## src/hw/rtl/swm_pkg.sv

```systemverilog
// shared constants of the sliding window minimum block
`default_nettype none

package swm_pkg;

	// largest window the candidate store can hold
	localparam int unsigned WINDOW_MAX_DEF = 1024;

	// width of a sample and of a minimum
	localparam int unsigned VAL_W = 32;

	// width of the window size register
	localparam int unsigned CFG_W = 11;

	// depth of the item queue between front and back
	localparam int unsigned QUEUE_DEPTH = 2;

endpackage

`default_nettype wire

```

## src/hw/rtl/swm_queue.sv

```systemverilog
// short item queue between front end and back end
`default_nettype none

module swm_queue #(
	parameter int unsigned WIDTH = 8,
	parameter int unsigned DEPTH = 2
) (
	input  wire logic             clk,
	input  wire logic             arst_n,
	input  wire logic             push,
	input  wire logic [WIDTH-1:0] push_data,
	output logic                  full,
	input  wire logic             pop,
	output logic                  not_empty,
	output logic [WIDTH-1:0]      pop_data
);
	import swm_pkg::*;

	localparam int unsigned PTR_W = (DEPTH > 1) ? $clog2(DEPTH) : 1;
	localparam int unsigned CNT_W = $clog2(DEPTH + 1);

	logic [WIDTH-1:0] slot_q [DEPTH];
	logic [PTR_W-1:0] wr_ptr_q;
	logic [PTR_W-1:0] rd_ptr_q;
	logic [CNT_W-1:0] fill_q;

	assign full      = (fill_q == CNT_W'(DEPTH));
	assign not_empty = (fill_q != '0);
	assign pop_data  = slot_q[rd_ptr_q];

	always_ff @(posedge clk) begin
		if (push) begin
			slot_q[wr_ptr_q] <= push_data;
		end
	end

	always_ff @(posedge clk or negedge arst_n) begin
		if (!arst_n) begin
			wr_ptr_q <= '0;
			rd_ptr_q <= '0;
			fill_q   <= '0;
		end else begin
			if (push) begin
				wr_ptr_q <= (wr_ptr_q == PTR_W'(DEPTH - 1)) ? '0 : wr_ptr_q + PTR_W'(1);
			end
			if (pop) begin
				rd_ptr_q <= (rd_ptr_q == PTR_W'(DEPTH - 1)) ? '0 : rd_ptr_q + PTR_W'(1);
			end
			if (push && !pop) begin
				fill_q <= fill_q + CNT_W'(1);
			end else if (pop && !push) begin
				fill_q <= fill_q - CNT_W'(1);
			end
		end
	end

endmodule

`default_nettype wire

```

## config.mk

```make
export PLATFORM = sky130hd
export DESIGN_NAME = swm_queue
export DESIGN_NICKNAME = d
export VERILOG_FILES = /design/src/hw/rtl/swm_pkg.sv /design/src/hw/rtl/swm_queue.sv
export SDC_FILE = /design/constraint.sdc
export NUM_CORES = 1
export LEC_CHECK = 0
export BUFFER_PORTS_ARGS = -buffer_cell sky130_fd_sc_hd__buf_2
export CAP_MARGIN = 20
export CORE_MARGIN = 2
export CORE_UTILIZATION = 50
export CTS_CLUSTER_DIAMETER = 50
export DETAILED_ROUTE_END_ITERATION = 8
export PLACE_DENSITY = 0.77
export SYNTH_ARGS = -nofsm -noshare
export SYNTH_HDL_FRONTEND = slang
export SYNTH_SLANG_ARGS = --single-unit
```

## constraint.sdc

```tcl
create_clock -name clk -period 3.55 [get_ports clk]
set_input_delay 0.5325 -clock clk [delete_from_list [all_inputs] [get_ports clk]]
set_output_delay 0.5325 -clock clk [all_outputs]
set_load 0.05 [all_outputs]
```

==> results.cfg <==
[yosys]
yosys_warnings = 0
synth.area.mux_share_pct = 11.7
synth_compound_area_share_pct = 0
synth_top_family_by_area = multiplexers
synth_area_sq_um = 773
synth_simple_gate_area_share_pct = 4.05
yosys.area.top_type = edfxtp_1
synth.area.top_cells = edfxtp_1 62%, dfrtp_1 13%, mux2_2 12%, xor2_1 4.5%, ha_1 1.6%
yosysSeqAreaShare_pct = 75.1
synth.distinct_cells = 13
avgSynthCellArea_sq_um = 18.9
synthXorXnorAreaFrac_pct = 5.66
synth_fa_ha_area_share_pct = 1.62
synthCells = 41
syn_nets = 54
synth_top_area_share_pct = 62.1
ys_ff_latch = 20

[cts]
numCtsBuffers = 3
clockBufferDepth = 2
root_buffer = clkbuf_4
cts_tree = built
cts_setup_buffers = 0
cts_resized = 0
cts_num_sinks = 20
clock_latency_ns = 0.29
clkTransAtPathRegs_ns = 0.09
htree_num_levels = 1
cts_hold_buf = 0

[detailed_routing]
vias_per_cell = 4.90
drtIter0Drc = 1
wl_per_cell_um = 13.3
dr.pass1.iters = 4
vias = 397
postRouteAntennaNets = 0
wl_um = 1080
drc = 0

[worst_setup_path]
critPathKind = reg -> out
endpoint_kind = output port
critPathArrivalTime_ns = 1.43
cp.required_ns = 3.02
crit_fanout = 9
critPathLaunchType = flip-flop

[sta]
tns_ns = 0
timing.final.crit_share_pct = 55.3
finalHoldViolCount = 0
whs_ns = 0.0371
fin_worst_skew_ns = 0.00890
slew_headroom_pct = 50.5
worst_pin_slew_ns = 0.740
period_needed_ns = 1.96
fmax_mhz = 509
slew_violations = 0
setup_ws_ns = 1.59
rsz0062_at_grt = false
finalSetupViolCount = 0

[floorplan]
dieArea_sq_um = 1880
die_w_um = 43.3
pin_count = 22
core_sq_um = 1470
rows = 14
start_util_pct = 52.6
fp.dieH_um = 43.3

[final_layout]
drive_above_1_share_pct = 52.3
diodes = 0
final_cell_mix = 21 x buf_2, 16 x edfxtp_1, 8 x mux2_2, 4 x xor2_1, 4 x dfrtp_1
syn_to_final_growth_pct = 18.1
fin_cells = 81
fin_nets = 79
fin_area_sq_um = 913
final_common_cell = buf_2
utilization_pct = 62.1
nFillCells = 126

[pwr]
p_leak_nw = 0.374
vdd_drop_max_mv = 0.610
power_mw = 0.812
power_per_cell_area_nw_per_um2 = 889
p_seq_share_pct = 44.4
pwr-share-clk_pct = 12.7
power.internal_mw = 0.468
netSwitchingPower_mw = 0.344
comb_power_share_pct = 42.8
swShare_pct = 42.3

[placed_design]
pre_cts_ws_ns = 1.88
placedCellCount = 77
io_buffers = 21
place_congestion = 0.622
hpwl_um = 787
placed_cell_area_sq_um = 887

[job]
drv_cap = 0

[grt]
grt_pass1_vias = 410
grt_overflow = 0
grt_pass1_wl_um = 1680
track_usage_pct = 13.1
antenna_found_initial = 0
grt_max_degree = 12

[status]
status = complete, no violations

[min_path]
hp-class = in -> async
## cells in the mapped netlist (all sizes together)
cell / instances
inv: 1
nor2: 1
and2: 1
or2: 1
edfxtp: 16
xor2: 4
dfrtp: 4
ha: 1
mux2: 8
buf: 1
and2b: 1
nor2b: 1
xnor2: 1
## final timing paths
kind,start,endpoint,slack [ns],depth (start not counted)
min reg2reg,wr_ptr_q$_DFFE_PN0P_,wr_ptr_q$_DFFE_PN0P_,0.49,1
max in group asynchronous,arst_n,fill_q[1]$_DFFE_PN0P_,3.40,1
max,rd_ptr_q$_DFFE_PN0P_,pop_data[2],1.59,2
min in group clk,push_data[0],slot_q[1][0]$_DFFE_PP_,0.42,1
max reg2reg,wr_ptr_q$_DFFE_PN0P_,slot_q[0][1]$_DFFE_PP_,2.19,1
min,arst_n,fill_q[0]$_DFFE_PN0P_,0.04,1
## sequential cells by signal, summed over array words and instances, names as in the netlist
signal	cells
wr_ptr_q	1
rd_ptr_q	1
fill_q	2
slot_q	16
## power groups by stage
stage / clock [mW] / sequential (mW) / combinational [mW]
2_1_floorplan: 0 / 0.344 / 0.312
4_1_cts: 0.109 / 0.362 / 0.352
6_report: 0.103 / 0.361 / 0.348
5_1_grt: 0.115 / 0.370 / 0.366
3_3_place_gp: 0 / 0.364 / 0.346
3_5_place_dp: 0 / 0.367 / 0.350
## final cells by class
| class | count | area, sq um | share of cell area [%] |
|---|---|---|---|
| inverters | 1 | 3.75 | 0.411 |
| multi-input cells | 19 | 178 | 19.5 |
| clock buffers | 4 | 26.3 | 2.88 |
| flip-flops and latches | 20 | 581 | 63.6 |
| repair buffers | 21 | 105 | 11.5 |
| well taps | 16 | 20.0 | 2.19 |
## kinds of logic after synthesis
family / count (synthesis)
xor+xnor: 5
buf+inv: 2
mux: 8
fa+ha+maj: 1
flops: 20
simple gates: 5
## layer usage
metal | track usage [%] | wire [um] | vias to the layer above | share of wire, %
met5 | 0 | 0 | - | 0
met4 | 7.27 | 0 | 0 | 0
met3 | 3.83 | 57 | 0 | 5.3
met2 | 22.7 | 566 | 12 | 53
met1 | 14.3 | 452 | 189 | 42
li1 | - | - | 196 | -
## worst max-delay path, cell delays in order, from the launching register on
cell and delay [ns]:
dfrtp_1 0.56, mux2_2 0.38, buf_2 0.21
(Power assumes the default switching activity.)
