<file path="src/hw/rtl/swm_pkg.sv">
// shared constants of the sliding window minimum block
`default_nettype none

package swm_pkg;

	// largest window the candidate store can hold
	localparam int unsigned WINDOW_MAX_DEF = 1024;

	// width of a sample and of a minimum
	localparam int unsigned VAL_W = 32;

	// width of the window size register
	localparam int unsigned CFG_W = 11;

	// depth of the item queue between front and back
	localparam int unsigned QUEUE_DEPTH = 2;

endpackage

`default_nettype wire

</file>
<file path="src/hw/rtl/swm_front.sv">
// front end: window register, sample position and warm-up tracking
`default_nettype none

module swm_front #(
	parameter int unsigned WINDOW_MAX = 1024,
	parameter int unsigned PW = $clog2(2 * WINDOW_MAX),
	parameter int unsigned CW = $clog2(WINDOW_MAX + 1)
) (
	input  wire logic                                clk,
	input  wire logic                                arst_n,
	input  wire logic                                window_size_we,
	input  wire logic [swm_pkg::CFG_W-1:0]           window_size,
	input  wire logic                                sample_valid,
	output logic                                     sample_stall,
	input  wire logic signed [swm_pkg::VAL_W-1:0]    sample_value,
	input  wire logic                                queue_full,
	output logic                                     push,
	output logic [swm_pkg::VAL_W-1:0]                push_value,
	output logic [PW-1:0]                            push_pos,
	output logic [CW-1:0]                            push_win,
	output logic                                     push_emit
);
	import swm_pkg::*;

	localparam int unsigned POS_MOD = 2 * WINDOW_MAX;

	logic [CFG_W-1:0] window_size_q;
	logic [PW-1:0]    pos_q;
	logic [CW-1:0]    seen_q;
	logic [CW-1:0]    seen_next;
	logic [CW-1:0]    win_eff;
	logic [PW-1:0]    pos_next;

	always_ff @(posedge clk or negedge arst_n) begin
		if (!arst_n) begin
			window_size_q <= CFG_W'(1);
		end else if (window_size_we) begin
			window_size_q <= window_size;
		end
	end

	// zero acts as one, anything above the store size is clipped
	always_comb begin
		if (window_size_q == '0) begin
			win_eff = CW'(1);
		end else if (32'(window_size_q) > 32'(WINDOW_MAX)) begin
			win_eff = CW'(WINDOW_MAX);
		end else begin
			win_eff = CW'(window_size_q);
		end
	end

	assign seen_next = (seen_q < CW'(WINDOW_MAX)) ? seen_q + CW'(1) : seen_q;
	assign pos_next  = (pos_q == PW'(POS_MOD - 1)) ? '0 : pos_q + PW'(1);

	assign sample_stall = queue_full;
	assign push         = sample_valid && !queue_full;
	assign push_value   = sample_value;
	assign push_pos     = pos_q;
	assign push_win     = win_eff;
	assign push_emit    = (seen_next >= win_eff);

	always_ff @(posedge clk or negedge arst_n) begin
		if (!arst_n) begin
			pos_q  <= '0;
			seen_q <= '0;
		end else if (push) begin
			pos_q  <= pos_next;
			seen_q <= seen_next;
		end
	end

endmodule

`default_nettype wire

</file>
<file path="config.mk">
export PLATFORM = sky130hd
export DESIGN_NAME = swm_front
export DESIGN_NICKNAME = d
export VERILOG_FILES = /design/src/hw/rtl/swm_pkg.sv /design/src/hw/rtl/swm_front.sv
export SDC_FILE = /design/constraint.sdc
export NUM_CORES = 1
export LEC_CHECK = 0
export BUFFER_PORTS_ARGS = -buffer_cell sky130_fd_sc_hd__buf_2
export CAP_MARGIN = 20
export CORE_MARGIN = 2
export CORE_UTILIZATION = 47
export DETAILED_ROUTE_END_ITERATION = 7
export PLACE_DENSITY_LB_ADDON = 0.15
export SLEW_MARGIN = 20
export SYNTH_ARGS = -nofsm -noshare
export SYNTH_HDL_FRONTEND = slang
export SYNTH_SLANG_ARGS = --single-unit
</file>
<file path="constraint.sdc">
create_clock -name clk -period 2.8 [get_ports clk]
set_input_delay 0.56 -clock clk [delete_from_list [all_inputs] [get_ports clk]]
set_output_delay 0.56 -clock clk [all_outputs]
set_load 0.005 [all_outputs]
</file>
==> impl_metrics.tcl <==
set metrics [dict create \
    outcome "finished, violations left" \
    failed_checks "setup timing" \
    ctsRootBufferMaster "clkbuf_8" \
    clkLatencyLatePin_ns 0.29 \
    fp-row-count 24 \
    initial_util_pct 49.7 \
    detail_route.drc_violations 0 \
    mappedNetlistNets 284 \
    grt_setup_unrepaired "yes" \
    irDropWorstVdd_uv 451 \
    synth_area_um2 2190 \
    ff2ff_setup_slack_ns 1.27 \
    dpl.hpwl_um 3020 \
    finalMaxSlewViolations 0 \
    cts.reportedPaths.clkPinSlew_ns 0.07 \
    crit_path_kind "flop to output pin" \
    path_category_of_the_worst_min_delay_check "input port to asynchronous set/reset pin" \
    grt_first_pass_wirelength_um 7440 \
    hold_buffers 0 \
    maximum_number_of_pins_on_one_net_before_global_route_repair 34 \
    yosysTopAreaCellShare_pct 36.5 \
    cts-root-to-sink-buffers 2 \
    total_leakage_power_nw 1.28 \
    met3_use_gr_pct 5.00 \
    synth_top_cell_by_area "dfrtp_1" \
    max_freq_mhz 327 \
    dp.cells 291 \
    num_cts_buffers 5 \
    die_y_um 72.3 \
    die_area_um2 5230 \
    post_layout_nonfiller_instances 309 \
    grt_use_met1_pct 23.2 \
    tightest_slew_ns 0.722 \
    setup_viol_count_final 1 \
    ios 105 \
    rel_slew_slack_pct 51.9 \
    final_cell_mix "39 x buf_2, 32 x dfrtp_1, 25 x nand2_1, 24 x buf_4, 15 x nor2_1" \
    gp_routability_congestion 0.731 \
    synthTopCellsByArea "dfrtp_1 37%, buf_4 11%, ha_1 7.4%" \
    num_antenna_cells 0 \
    port_buffers 40 \
    synth_unique_cells 38 \
    drt_iter0_drc 33 \
    die_width_um 72.3 \
    pwr_per_cell_area_nw_per_um2 676 \
    min_period_over_period_pct 109 \
    route.antenna.remaining_nets 0 \
    final.setup_skew_ns 0.00836 \
    drt-pass1-iter-count 4 \
    standard_cell_core_area_um2 4410 \
    htreeDepth 2 \
    syn_area_per_cell_um2 9.83 \
    grt-ovfl-total 0 \
    gr_util_met2_pct 29.8 \
    layout-drive-gt1-share_pct 39.7 \
    routed_wl_um 4200 \
    crit_path_max_fanout 2 \
    timing.final.ws_setup_ns -0.261 \
    place_ws_ns -0.139 \
    grtUsageTotal_pct 18.7 \
    max_cap_violations 0 \
    fillerInstances 396 \
    grt_antenna_before_repair 0 \
    syn-instance-count 223 \
    crit_arrival_ns 2.50 \
    finalNetCount 317 \
    first_global_vias 1588 \
    mostFrequentLayoutCell "buf_2" \
    cp-end-kind "output pin" \
    timing.final.hold_violations 0 \
    routed_via_count_divided_by_cell_count 5.12 \
    hold_slack_ns 0.319 \
    post-layout-total-power_w 0.00169 \
    synth_sequential_area_ratio_pct 37.7 \
    tritoncts "done" \
    tritoncts_num_sinks 33 \
    busiest_layer "met2" \
    area_growth_pct 14.3 \
    avgRoutedWirePerCell_um 13.6 \
    ys_seq_elements 33 \
    crit_required_ns 2.24 \
    post-route-min-period_ns 3.06 \
    synth_warn 0 \
    setup.worst_path.start_class "flop" \
    num_vias 1582 \
]
what timing repair did:
item                       in CTS  in global routing
hold endpoints to repair        0                  0
pin swaps                       7                  3
buffers inserted               10                  3
resized for setup               7                  2
setup endpoints to repair       1                  2
cell families after synthesis:
logic type,share of synthesized area (%)
adder cells (fa/ha/maj),7.42
XOR/XNOR,10.8
AND/OR/NAND/NOR,19.5
AO/OA/AOI/OAI,3.65
buffers and inverters,15.3
flip-flops,37.7
multiplexers,5.65
report_power, final:
group | switching, W | leakage [nW] | internal [W]
Combinational | 0.000299 | 0.824 | 0.000336
Sequential | 0.0000984 | 0.406 | 0.000564
Clock | 0.000174 | 0.0542 | 0.000222
routing by layer:
layer | vias up | share of wire (%)
met2 | 36 | 48
met4 | 0 | 2.2
li1 | 773 | -
met5 | - | 0
met1 | 763 | 44
met3 | 10 | 5.6
sequential cells by signal (all words and copies together) (netlist names):
| signal | count |
|---|---|
| window_size_q | 11 |
| seen_q | 11 |
| push_pos | 11 |
path summary, 6_finish.rpt:
kind / start / end / cells past startpoint
max in group asynchronous: arst_n / seen_q[7] / 1
setup reg to reg: push_pos[0] / push_pos[9] / 5
hold reg to reg: seen_q[7] / seen_q[7] / 1
hold / removal: arst_n / window_size_q[9] / 1
setup / recovery: window_size_q[6] / push_emit / 9
min in group clk: window_size[10] / window_size_q[10] / 3
final cells by class:
class / instances / area (um^2) / share of cell area [%]
Multi-Input combinational cell: 138 / 1070 / 42.8
Sequential cell: 33 / 827 / 33.0
Timing Repair Buffer: 64 / 387 / 15.4
Clock buffer: 7 / 96.3 / 3.85
Tap cell: 52 / 65.1 / 2.60
Inverter: 14 / 52.6 / 2.10
Clock inverter: 1 / 5.00 / 0.200
critical path: stages (launching register included):
cell and delay, ns:
dfrtp_1 0.39, nor4_2 0.29, a31oi_1 0.15, nor2_2 0.16, ha_1 0.26, nand2b_4 0.15
a2111oi_4 0.29, nor4_1 0.10, or3_1 0.31, buf_2 0.13
metrics by stage:
step                      area (um^2)  utilization (%)  setup TNS, ns
final                            2500             56.7         -0.261
after global routing             2500             56.7         -0.433
after CTS                        2500             56.5         -0.244
after detailed placement         2280             51.6         -0.139
after global placement           2280             51.6        -0.0511
after floorplan                  2190                -              0
Yosys cell counts:
library cell   n
buf_4         33
dfrtp_1       32
nand2_1       25
nor2_1        16
xnor2_1       14
ha_1          13
inv_1         13
xor2_1        13
mux2_2        11
nand3_1        8
a21oi_1        4
o21ai_0        4
nand4_1        3
nor3_2         3
and3_1         2
buf_6          2
clkbuf_1       2
nand2b_1       2
nor3_1         2
nor4_1         2
nor4_4         2
a2111oi_0      1
a21o_2         1
a31oi_1        1
and2b_2        1
and3_2         1
and4b_2        1
buf_2          1
clkinv_1       1
dfstp_2        1
nand3_4        1
nand4_4        1
nand4b_1       1
o21a_1         1
o41ai_1        1
or2_1          1
or2_2          1
or3_1          1
(Power assumes the default switching activity.)
